$ cat src/rtl/core/scre_pkg.sv
// ----------------------------------------------------------------------------
// scre_pkg: shared types and constants of the sound register block
// Item modes, event kinds, sequencer states and register offsets.
// ----------------------------------------------------------------------------
`default_nettype none
package scre_pkg;

    localparam int unsigned PatternBytes = 16;
    localparam int unsigned NumRegs      = 14;
    localparam int unsigned TicksPerStep = 65536;

    // item modes
    localparam logic [1:0] MODE_READ  = 2'd0;
    localparam logic [1:0] MODE_WRITE = 2'd1;
    localparam logic [1:0] MODE_TICK  = 2'd2;

    // event kinds
    localparam logic [2:0] EV_READ   = 3'd0;
    localparam logic [2:0] EV_FREQ   = 3'd1;
    localparam logic [2:0] EV_VOLUME = 3'd2;
    localparam logic [2:0] EV_ENABLE = 3'd3;
    localparam logic [2:0] EV_WAVE   = 3'd4;

    // register offsets
    localparam logic [5:0] OFF_CH1_ENV  = 6'h12;
    localparam logic [5:0] OFF_CH1_TRIG = 6'h14;
    localparam logic [5:0] OFF_CH2_ENV  = 6'h17;
    localparam logic [5:0] OFF_CH2_TRIG = 6'h19;
    localparam logic [5:0] OFF_CH3_EN   = 6'h1A;
    localparam logic [5:0] OFF_CH3_TRIG = 6'h1E;

    typedef enum logic [3:0] {
        ST_IDLE,
        ST_DIV_START,
        ST_DIV_WAIT,
        ST_EMIT_FREQ,
        ST_EMIT_VOL,
        ST_EMIT_WAVE,
        ST_TICK0,
        ST_TICK1,
        ST_EMIT_ONE
    } state_t;

    // divider control handshake
    typedef struct packed {
        logic        start;
        logic [17:0] dividend;
        logic [11:0] divisor;
    } div_req_t;

    typedef struct packed {
        logic        done;
        logic [17:0] quotient;
    } div_rsp_t;

endpackage
`default_nettype wire

$ cat src/rtl/core/scre_divider.sv
// ----------------------------------------------------------------------------
// scre_divider: restoring divider
// One quotient bit per cycle.
// ----------------------------------------------------------------------------
`default_nettype none
module scre_divider (
    input  wire logic              clk,
    input  wire logic              rst_n,
    input  wire scre_pkg::div_req_t req,
    output scre_pkg::div_rsp_t     rsp
);
    logic [17:0] quot_reg, quot_next;
    logic [12:0] rem_reg, rem_next;
    logic [11:0] dvs_reg, dvs_next;
    logic [4:0]  cnt_reg, cnt_next;
    logic        busy_reg, busy_next;
    logic        done_reg, done_next;
    logic [12:0] trial;

    // one shift-subtract step per cycle
    always_comb
    begin
        quot_next = quot_reg;
        rem_next  = rem_reg;
        dvs_next  = dvs_reg;
        cnt_next  = cnt_reg;
        busy_next = busy_reg;
        done_next = 1'b0;
        trial     = {rem_reg[11:0], quot_reg[17]};
        if (req.start)
        begin
            quot_next = req.dividend;
            rem_next  = '0;
            dvs_next  = req.divisor;
            cnt_next  = 5'd18;
            busy_next = 1'b1;
        end
        else if (busy_reg)
        begin
            if (trial >= {1'b0, dvs_reg})
            begin
                rem_next  = trial - {1'b0, dvs_reg};
                quot_next = {quot_reg[16:0], 1'b1};
            end
            else
            begin
                rem_next  = trial;
                quot_next = {quot_reg[16:0], 1'b0};
            end
            cnt_next = cnt_reg - 5'd1;
            if (cnt_reg == 5'd1)
            begin
                busy_next = 1'b0;
                done_next = 1'b1;
            end
        end
    end

    always_ff @(posedge clk or negedge rst_n)
    begin
        if (!rst_n)
        begin
            busy_reg <= 1'b0;
            done_reg <= 1'b0;
            cnt_reg  <= '0;
        end
        else
        begin
            busy_reg <= busy_next;
            done_reg <= done_next;
            cnt_reg  <= cnt_next;
        end
    end

    always_ff @(posedge clk)
    begin
        quot_reg <= quot_next;
        rem_reg  <= rem_next;
        dvs_reg  <= dvs_next;
    end

    assign rsp.done     = done_reg;
    assign rsp.quotient = quot_reg;
endmodule
`default_nettype wire

$ cat src/rtl/core/sound_channel_registers_envelope.sv
// ----------------------------------------------------------------------------
// sound_channel_registers_envelope: sound channel registers and envelopes
// Register file for channels 1-3, wave pattern store and two envelopes.
// ----------------------------------------------------------------------------
// Usage:
//   s_axis carries one item: mode, reg_offset, write_data, tick_count.
//   m_axis carries result items: event_kind, channel, event_value,
//   pattern_index in tdata and tlast on the final result of an item.
//   The block takes one item at a time; s_axis_tready is high only when
//   it is idle with the output register empty. A read result goes through
//   ST_EMIT_ONE to the output register. A trigger write runs the shared
//   restoring divider for the frequency, then emits frequency, volume
//   and, for channel 3, the 16 pattern bytes one per cycle while
//   m_axis_tready stays high. Ticks step both envelopes in turn through
//   one shared add and compare. Writes with no event stay in ST_IDLE.
//   Every result waits in the output register while m_axis_tready is low;
//   the sequencer holds until it is taken.
//   Reset clears all registers, the pattern store and the envelopes.
// ----------------------------------------------------------------------------
`default_nettype none
module sound_channel_registers_envelope (
    input  wire logic        clk,
    input  wire logic        rst_n,
    input  wire logic        s_axis_tvalid,
    output logic             s_axis_tready,
    // mode[1:0], reg_offset[7:2], write_data[15:8], tick_count[25:16], 0
    input  wire logic [31:0] s_axis_tdata,
    output logic             m_axis_tvalid,
    input  wire logic        m_axis_tready,
    // event_kind[2:0], channel[4:3], event_value[22:5], pattern_index[26:23]
    output logic [31:0]      m_axis_tdata,
    output logic             m_axis_tlast
);
    scre_pkg::state_t state_reg, state_next;

    logic [7:0]  regs_reg [scre_pkg::NumRegs];
    logic [7:0]  wave_reg [scre_pkg::PatternBytes];
    logic [3:0]  vol_reg [2];
    logic        inc_reg [2];
    logic [2:0]  per_reg [2];
    logic [19:0] tcnt_reg [2];

    logic [1:0]  in_mode;
    logic [5:0]  in_off;
    logic [7:0]  in_data;
    logic [9:0]  in_ticks;
    logic [1:0]  ch_reg, ch_next;
    logic [3:0]  idx_reg, idx_next;
    logic [9:0]  ticks_reg, ticks_next;

    logic        ov_reg, ov_next;
    logic [2:0]  okind_reg, okind_next;
    logic [1:0]  och_reg, och_next;
    logic [17:0] oval_reg, oval_next;
    logic [3:0]  oidx_reg, oidx_next;
    logic        olast_reg, olast_next;

    scre_pkg::div_req_t div_req;
    scre_pkg::div_rsp_t div_rsp;
    logic [17:0] freq_reg, freq_next;

    logic        slot_ok;
    logic [3:0]  slot;
    logic        wave_ok;
    logic        accept;
    logic        out_free;

    // shared envelope unit
    logic        env_sel;
    logic [19:0] env_sum;
    logic [19:0] env_limit;
    logic        env_step;
    logic [3:0]  env_vol_new;

    assign in_mode  = s_axis_tdata[1:0];
    assign in_off   = s_axis_tdata[7:2];
    assign in_data  = s_axis_tdata[15:8];
    assign in_ticks = s_axis_tdata[25:16];
    assign s_axis_tready = (state_reg == scre_pkg::ST_IDLE) && !ov_reg;
    assign accept   = s_axis_tvalid && s_axis_tready;
    assign out_free = !ov_reg || m_axis_tready;

    // offset decode
    always_comb
    begin
        slot_ok = 1'b0;
        slot    = '0;
        if (in_off >= 6'h10 && in_off <= 6'h14)
        begin
            slot_ok = 1'b1;
            slot    = 4'(in_off - 6'h10);
        end
        else if (in_off >= 6'h16 && in_off <= 6'h1E)
        begin
            slot_ok = 1'b1;
            slot    = 4'(in_off - 6'h11);
        end
        wave_ok = (in_off[5:4] == 2'b11);
    end

    assign env_sel     = (state_reg == scre_pkg::ST_TICK1);
    assign env_sum     = tcnt_reg[env_sel] + 20'(ticks_reg);
    assign env_limit   = 20'(scre_pkg::TicksPerStep) * 20'(per_reg[env_sel]);
    assign env_step    = env_sum > env_limit;
    assign env_vol_new = inc_reg[env_sel]
                         ? ((vol_reg[env_sel] == 4'd15) ? 4'd15 : vol_reg[env_sel] + 4'd1)
                         : ((vol_reg[env_sel] == 4'd0) ? 4'd0 : vol_reg[env_sel] - 4'd1);

    scre_divider u_div (
        .clk  (clk),
        .rst_n(rst_n),
        .req  (div_req),
        .rsp  (div_rsp)
    );

    // sequencer
    always_comb
    begin
        state_next   = state_reg;
        ch_next      = ch_reg;
        idx_next     = idx_reg;
        ticks_next   = ticks_reg;
        freq_next    = freq_reg;
        ov_next      = ov_reg && !m_axis_tready;
        okind_next   = okind_reg;
        och_next     = och_reg;
        oval_next    = oval_reg;
        oidx_next    = oidx_reg;
        olast_next   = olast_reg;
        div_req.start    = 1'b0;
        div_req.dividend = (ch_reg == 2'd3) ? 18'd65536 : 18'd131072;
        div_req.divisor  = 12'd2048 - {1'b0,
                           (ch_reg == 2'd1) ? regs_reg[4][2:0]
                           : (ch_reg == 2'd2) ? regs_reg[8][2:0] : regs_reg[13][2:0],
                           (ch_reg == 2'd1) ? regs_reg[3]
                           : (ch_reg == 2'd2) ? regs_reg[7] : regs_reg[12]};
        case (state_reg)
            scre_pkg::ST_IDLE:
            begin
                if (accept)
                begin
                    ticks_next   = in_ticks;
                    case (in_mode)
                        scre_pkg::MODE_READ:
                        begin
                            okind_next = scre_pkg::EV_READ;
                            och_next   = 2'd0;
                            oidx_next  = '0;
                            oval_next  = slot_ok ? 18'(regs_reg[slot])
                                       : wave_ok ? 18'(wave_reg[in_off[3:0]]) : 18'd0;
                            olast_next = 1'b1;
                            state_next = scre_pkg::ST_EMIT_ONE;
                        end
                        scre_pkg::MODE_WRITE:
                        begin
                            if (in_off == scre_pkg::OFF_CH3_EN)
                            begin
                                okind_next = scre_pkg::EV_ENABLE;
                                och_next   = 2'd3;
                                oidx_next  = '0;
                                oval_next  = 18'(in_data[7]);
                                olast_next = 1'b1;
                                state_next = scre_pkg::ST_EMIT_ONE;
                            end
                            else if (in_data[7] && (in_off == scre_pkg::OFF_CH1_TRIG
                                     || in_off == scre_pkg::OFF_CH2_TRIG
                                     || in_off == scre_pkg::OFF_CH3_TRIG))
                            begin
                                ch_next = (in_off == scre_pkg::OFF_CH1_TRIG) ? 2'd1
                                        : (in_off == scre_pkg::OFF_CH2_TRIG) ? 2'd2 : 2'd3;
                                state_next = scre_pkg::ST_DIV_START;
                            end
                        end
                        scre_pkg::MODE_TICK:
                            state_next = scre_pkg::ST_TICK0;
                        default: ;
                    endcase
                end
            end
            scre_pkg::ST_DIV_START:
            begin
                div_req.start = 1'b1;
                state_next    = scre_pkg::ST_DIV_WAIT;
            end
            scre_pkg::ST_DIV_WAIT:
            begin
                if (div_rsp.done)
                begin
                    freq_next  = div_rsp.quotient;
                    state_next = scre_pkg::ST_EMIT_FREQ;
                end
            end
            scre_pkg::ST_EMIT_FREQ:
            begin
                if (out_free)
                begin
                    ov_next    = 1'b1;
                    okind_next = scre_pkg::EV_FREQ;
                    och_next   = ch_reg;
                    oval_next  = freq_reg;
                    oidx_next  = '0;
                    olast_next = 1'b0;
                    state_next = scre_pkg::ST_EMIT_VOL;
                end
            end
            scre_pkg::ST_EMIT_VOL:
            begin
                if (out_free)
                begin
                    ov_next    = 1'b1;
                    okind_next = scre_pkg::EV_VOLUME;
                    och_next   = ch_reg;
                    oidx_next  = '0;
                    oval_next  = (ch_reg == 2'd1) ? 18'(vol_reg[0])
                               : (ch_reg == 2'd2) ? 18'(vol_reg[1])
                               : 18'(regs_reg[11][6:5]);
                    olast_next = (ch_reg != 2'd3);
                    idx_next   = '0;
                    state_next = (ch_reg == 2'd3) ? scre_pkg::ST_EMIT_WAVE
                                                  : scre_pkg::ST_IDLE;
                end
            end
            scre_pkg::ST_EMIT_WAVE:
            begin
                if (out_free)
                begin
                    ov_next    = 1'b1;
                    okind_next = scre_pkg::EV_WAVE;
                    och_next   = 2'd3;
                    oval_next  = 18'(wave_reg[idx_reg]);
                    oidx_next  = idx_reg;
                    olast_next = (idx_reg == 4'd15);
                    idx_next   = idx_reg + 4'd1;
                    if (idx_reg == 4'd15)
                        state_next = scre_pkg::ST_IDLE;
                end
            end
            scre_pkg::ST_TICK0,
            scre_pkg::ST_TICK1:
            begin
                // channel 1 result must leave before channel 2 is looked at
                if (out_free)
                begin
                    if (per_reg[env_sel] != 3'd0 && env_step)
                    begin
                        ov_next      = 1'b1;
                        okind_next   = scre_pkg::EV_VOLUME;
                        och_next     = env_sel ? 2'd2 : 2'd1;
                        oval_next    = 18'(env_vol_new);
                        oidx_next    = '0;
                        olast_next   = env_sel || per_reg[1] == 3'd0
                                       || !((tcnt_reg[1] + 20'(ticks_reg))
                                            > 20'(scre_pkg::TicksPerStep) * 20'(per_reg[1]));
                    end
                    state_next = env_sel ? scre_pkg::ST_IDLE : scre_pkg::ST_TICK1;
                end
            end
            scre_pkg::ST_EMIT_ONE:
            begin
                if (out_free)
                begin
                    ov_next    = 1'b1;
                    state_next = scre_pkg::ST_IDLE;
                end
            end
            default:
                state_next = scre_pkg::ST_IDLE;
        endcase
    end

    always_ff @(posedge clk or negedge rst_n)
    begin
        if (!rst_n)
        begin
            state_reg <= scre_pkg::ST_IDLE;
            ov_reg    <= 1'b0;
            for (int i = 0; i < scre_pkg::NumRegs; i++)
                regs_reg[i] <= '0;
            for (int i = 0; i < scre_pkg::PatternBytes; i++)
                wave_reg[i] <= '0;
            for (int i = 0; i < 2; i++)
            begin
                vol_reg[i]  <= '0;
                inc_reg[i]  <= 1'b0;
                per_reg[i]  <= '0;
                tcnt_reg[i] <= '0;
            end
        end
        else
        begin
            state_reg <= state_next;
            ov_reg    <= ov_next;
            // register writes
            if (accept && in_mode == scre_pkg::MODE_WRITE)
            begin
                if (slot_ok)
                    regs_reg[slot] <= in_data;
                else if (wave_ok)
                    wave_reg[in_off[3:0]] <= in_data;
                if (in_off == scre_pkg::OFF_CH1_ENV)
                begin
                    vol_reg[0] <= in_data[7:4];
                    inc_reg[0] <= in_data[3];
                    per_reg[0] <= in_data[2:0];
                end
                if (in_off == scre_pkg::OFF_CH2_ENV)
                begin
                    vol_reg[1] <= in_data[7:4];
                    inc_reg[1] <= in_data[3];
                    per_reg[1] <= in_data[2:0];
                end
                if (in_off == scre_pkg::OFF_CH1_TRIG && in_data[7])
                    tcnt_reg[0] <= '0;
                if (in_off == scre_pkg::OFF_CH2_TRIG && in_data[7])
                    tcnt_reg[1] <= '0;
            end
            // envelope step
            if ((state_reg == scre_pkg::ST_TICK0 || state_reg == scre_pkg::ST_TICK1)
                && out_free && per_reg[env_sel] != 3'd0)
            begin
                if (env_step)
                begin
                    tcnt_reg[env_sel] <= '0;
                    vol_reg[env_sel]  <= env_vol_new;
                end
                else
                    tcnt_reg[env_sel] <= env_sum;
            end
        end
    end

    always_ff @(posedge clk)
    begin
        ch_reg      <= ch_next;
        idx_reg     <= idx_next;
        ticks_reg   <= ticks_next;
        freq_reg    <= freq_next;
        okind_reg   <= okind_next;
        och_reg     <= och_next;
        oval_reg    <= oval_next;
        oidx_reg    <= oidx_next;
        olast_reg   <= olast_next;
    end

    assign m_axis_tvalid = ov_reg;
    assign m_axis_tdata  = {5'd0, oidx_reg, oval_reg, och_reg, okind_reg};
    assign m_axis_tlast  = olast_reg;
endmodule
`default_nettype wire
$ cat config.mk
export PLATFORM = sky130hd
export DESIGN_NAME = sound_channel_registers_envelope
export DESIGN_NICKNAME = d
export VERILOG_FILES = /design/src/rtl/core/scre_pkg.sv /design/src/rtl/core/scre_divider.sv /design/src/rtl/core/sound_channel_registers_envelope.sv
export SDC_FILE = /design/constraint.sdc
export NUM_CORES = 1
export LEC_CHECK = 0
export ABC_AREA = 0
export BUFFER_PORTS_ARGS = -buffer_cell sky130_fd_sc_hd__buf_2
export CAP_MARGIN = 10
export CORE_ASPECT_RATIO = 1.4
export CORE_MARGIN = 4
export CORE_UTILIZATION = 35
export CTS_BUF_LIST = sky130_fd_sc_hd__clkbuf_4
export CTS_CLUSTER_SIZE = 40
export DETAILED_ROUTE_END_ITERATION = 8
export GPL_TIMING_DRIVEN = 0
export SYNTH_ARGS = -nofsm -noshare
export SYNTH_HDL_FRONTEND = slang
export SYNTH_SLANG_ARGS = --single-unit
$ cat constraint.sdc
create_clock -name clk -period 5.9 [get_ports clk]
set_input_delay 0.59 -clock clk [delete_from_list [all_inputs] [get_ports clk]]
set_output_delay 0.59 -clock clk [all_outputs]
set_load 0.02 [all_outputs]
==> run_results.csv <==
group,metric,value,unit
timing,fin_setup_tns,0,ns
yosys,netlist_area,22600,um^2
clock_tree,tritoncts,"yes",
detailed_routing,vias,17139,
critical_path,crit_type,"reg -> reg",
timing,timing.fmax,0.173,GHz
critical_path,crit_required,6.46,ns
yosys,ys_seq_area_frac,0.475,
grt,grt-ovfl-total,0,
yosys,synthCells,1970,
timing,relSlewSlack,0.142,
power,power_density,339,nW/um^2
clock_tree,cts_buffers,102,
clock_tree,cts_sinks,412,
placement,dpl-instance-area,24000,um^2
timing,tightest_slew,1.28,ns
yosys,ys_ff_latch,412,
detailed_routing,via_per_inst,5.56,
layout,design_area,25800,um^2
critical_path,arrival,6.33,ns
clock_tree,clk_latency,0.83,ns
critical_path,startpoint_type,"flip-flop",
yosys,yosysWarnings,0,
floorplan,core,63600,um^2
yosys,synth_edf_count,92,
grt,grt_pass1_wl,103000,um
outcome,status,"completed",
yosys,yosysTopAreaCell,"dfrtp_1",
placement,io_buffers,58,
timing,finalHoldViolCount,0,
layout,fin_cells,3085,
timing,drv_slew,0,
floorplan,die_h,308,um
clock_tree,cts_root_buf,"clkbuf_4",
yosys,syn_area_per_cell,11.5,um^2
layout,syn_to_final_growth,14.3,%
floorplan,row_count,109,
yosys,synth_cell_type_count,82,
critical_path,worst_r2r_path_depth,26,
critical_path,cp-end-kind,"flip-flop",
grt,grt_usage,0.192,
detailed_routing,finalWirelength,67300,um
critical_path,critPathMaxStageDelay,0.43,ns
yosys,postSynth.asyncResetShare,0.748,
grt,grt_max_degree,131,
timing,finalSetupViolCount,0,
power,ir_worst_vdd,0.198,mV
critical_path,r2r_setup_slack,0.13,ns
detailed_routing,first_pass_iters,5,
floorplan,die_w,223,um
placement,gp_congestion,0.926,
timing,finalCritPeriodShare,0.978,
yosys,synthTopCellsByArea,"dfrtp_1 34%, mux2_2 12%, edfxtp_1 12%, mux4_2 8.3%, nand2_1 3.9%",
grt,grt_pass1_vias,17680,
layout,final_util,0.406,
flow_run,cap_violations,0,
detailed_routing,drcViolationCount,0,
hold_path,min_path_type,"in -> reg",
detailed_routing,ant_nets,0,
timing,finalCriticalPeriod,5.77,ns
clock_tree,cts_buffer_depth,3,
layout,seq_area,10700,um^2
detailed_routing,drtIter0Drc,1164,
floorplan,io_pins,71,
placement,place_hpwl,47700,um
layout,multiInputGateArea,11200,um^2
detailed_routing,avgRoutedWirePerCell,21.8,um
placement,dpl.cell_count,2867,
power,leakage,11.4,nW
clock_tree,clk_pin_slew,0.08,ns
yosys,synth_top_area_share,0.342,
floorplan,die_area,68600,um^2
floorplan,start_util,0.355,
critical_path,critPathMaxFanout,10,
clock_tree,htree_levels,3,
yosys,synth_ff_type,"dfrtp_1",
layout,layout_commonest_cell,"dfrtp_1",
layout,final_nets,2259,
layout,drive_above_1_share,0.284,
hold_path,min_path_cells,2,
critical_path,critPathSlowestCell,"a2111oi_4",
layout,fillCellCount,6198,
layout,final_cell_mix,"307 x dfrtp_1, 248 x mux2_2, 234 x nand2_1",
grt,antenna_found_initial,10,
critical_path,cp_common_cell,"buf_12",
layout,largest_reg_flops,128,
timing,skew,0.0532,ns
==> final timing paths <==
| kind | startpoint | end |
|---|---|---|
| setup / recovery | state_reg[3]$_DFFE_PN0P_ | oval_reg[5]$_DFFE_PP_ |
| hold / removal | s_axis_tdata[8] | regs_reg[72]$_DFFE_PN0P_ |
| setup reg to reg | state_reg[3]$_DFFE_PN0P_ | oval_reg[5]$_DFFE_PP_ |
| hold reg to reg | u_div.quot_reg[7]$_SDFFCE_PP0P_ | freq_reg[7]$_DFFE_PP_ |
| max in group asynchronous | rst_n | vol_reg[2]$_DFF_PN0_ |
| min in group asynchronous | rst_n | u_div.done_reg$_DFF_PN0_ |
==> power by group <==
| part | switching (W) | total [W] | leakage [nW] | internal [W] |
|---|---|---|---|---|
| clock | 0.00123 | 0.00247 | 0.790 | 0.00125 |
| sequential | 0.000201 | 0.00359 | 5.25 | 0.00339 |
| combinational | 0.00165 | 0.00267 | 5.39 | 0.00101 |
| total | 0.00308 | 0.00873 | 11.4 | 0.00565 |
==> metrics by stage <==
| stage | hold WS, ns | power, W | setup WS, ns |
|---|---|---|---|
| 2_1_floorplan | 0.294 | 0.00533 | 0.177 |
| 3_3_place_gp | 0.430 | 0.00605 | -1.73 |
| 3_5_place_dp | 0.423 | 0.00614 | -1.35 |
| 4_1_cts | 0.0219 | 0.00866 | 0.0254 |
| 5_1_grt | 0.0376 | 0.00925 | -0.110 |
| 6_report | 0.112 | 0.00873 | 0.132 |
==> synthesized netlist by cell type, drive strengths merged, types with 6 or more instances <==
library cell  instances
mux4                 83
a22oi                 9
nor2b                30
a31oi                21
xor2                 17
and2                 33
nor4                  7
nor3                 26
buf                  32
ha                   52
dfrtp               308
mux2i                45
xnor2                29
a211oi               18
o21a                  7
nand4                19
dfxtp                12
clkbuf               98
and3                 29
inv                  55
a22o                 30
nand3                50
nand2b                7
o211ai               11
a21o                 15
edfxtp               92
or3                   8
o21ai                73
nor3b                 6
nand2               235
mux2                248
a21oi                87
o22ai                 8
nor2                 99
==> worst max-delay path: cells and delay by family, from the launching register on <==
kind | cells | cell delay [ns]
flops | 1 | 0.39
simple gates | 11 | 1.91
fa+ha+maj | 3 | 0.89
buf+inv | 5 | 0.66
compound gates | 5 | 1.35
xor+xnor | 1 | 0.15
mux | 1 | 0.14
==> layer usage <==
layer / vias to the layer above / routed length [um] / part of all wire / track usage
met5: - / 72 / 0.0011 / 0
met4: 12 / 3090 / 0.046 / 0.0853
met3: 183 / 4340 / 0.064 / 0.0425
met2: 596 / 34400 / 0.51 / 0.341
met1: 8647 / 25400 / 0.38 / 0.224
li1: 7701 / - / - / -
==> repair_timing <==
action | 4_1_cts | 5_1_grt
pin swaps | 5 | 15
endpoints found under the setup margin | 68 | 57
cloned | 0 | 1
endpoints found under the hold margin | 73 | 0
setup buffers | 4 | 15
gates resized for setup | 13 | 37
hold buffers | 11 | 0
==> cell type report <==
| cell class | instances | area share |
|---|---|---|
| Timing Repair Buffer | 92 | 0.0253 |
| Clock buffer | 140 | 0.0408 |
| Clock inverter | 45 | 0.0109 |
| Antenna cell | 4 | 0.000388 |
| Inverter | 56 | 0.00815 |
| Sequential cell | 412 | 0.415 |
| Tap cell | 832 | 0.0404 |
| Buffer | 128 | 0.0227 |
| Multi-Input combinational cell | 1376 | 0.436 |
==> cells by family after synthesis <==
kind of cell | Yosys count | share of synthesized area
buffers and inverters | 186 | 0.0331
adders and majority gates | 55 | 0.0315
other | 1 | 0.000166
muxes | 376 | 0.227
and+or+nand+nor | 574 | 0.123
AOI/OAI and AO/OA | 320 | 0.0925
xor gates and xnor gates | 46 | 0.0179
DFF | 412 | 0.475
Power figures use the tool's default switching activity.
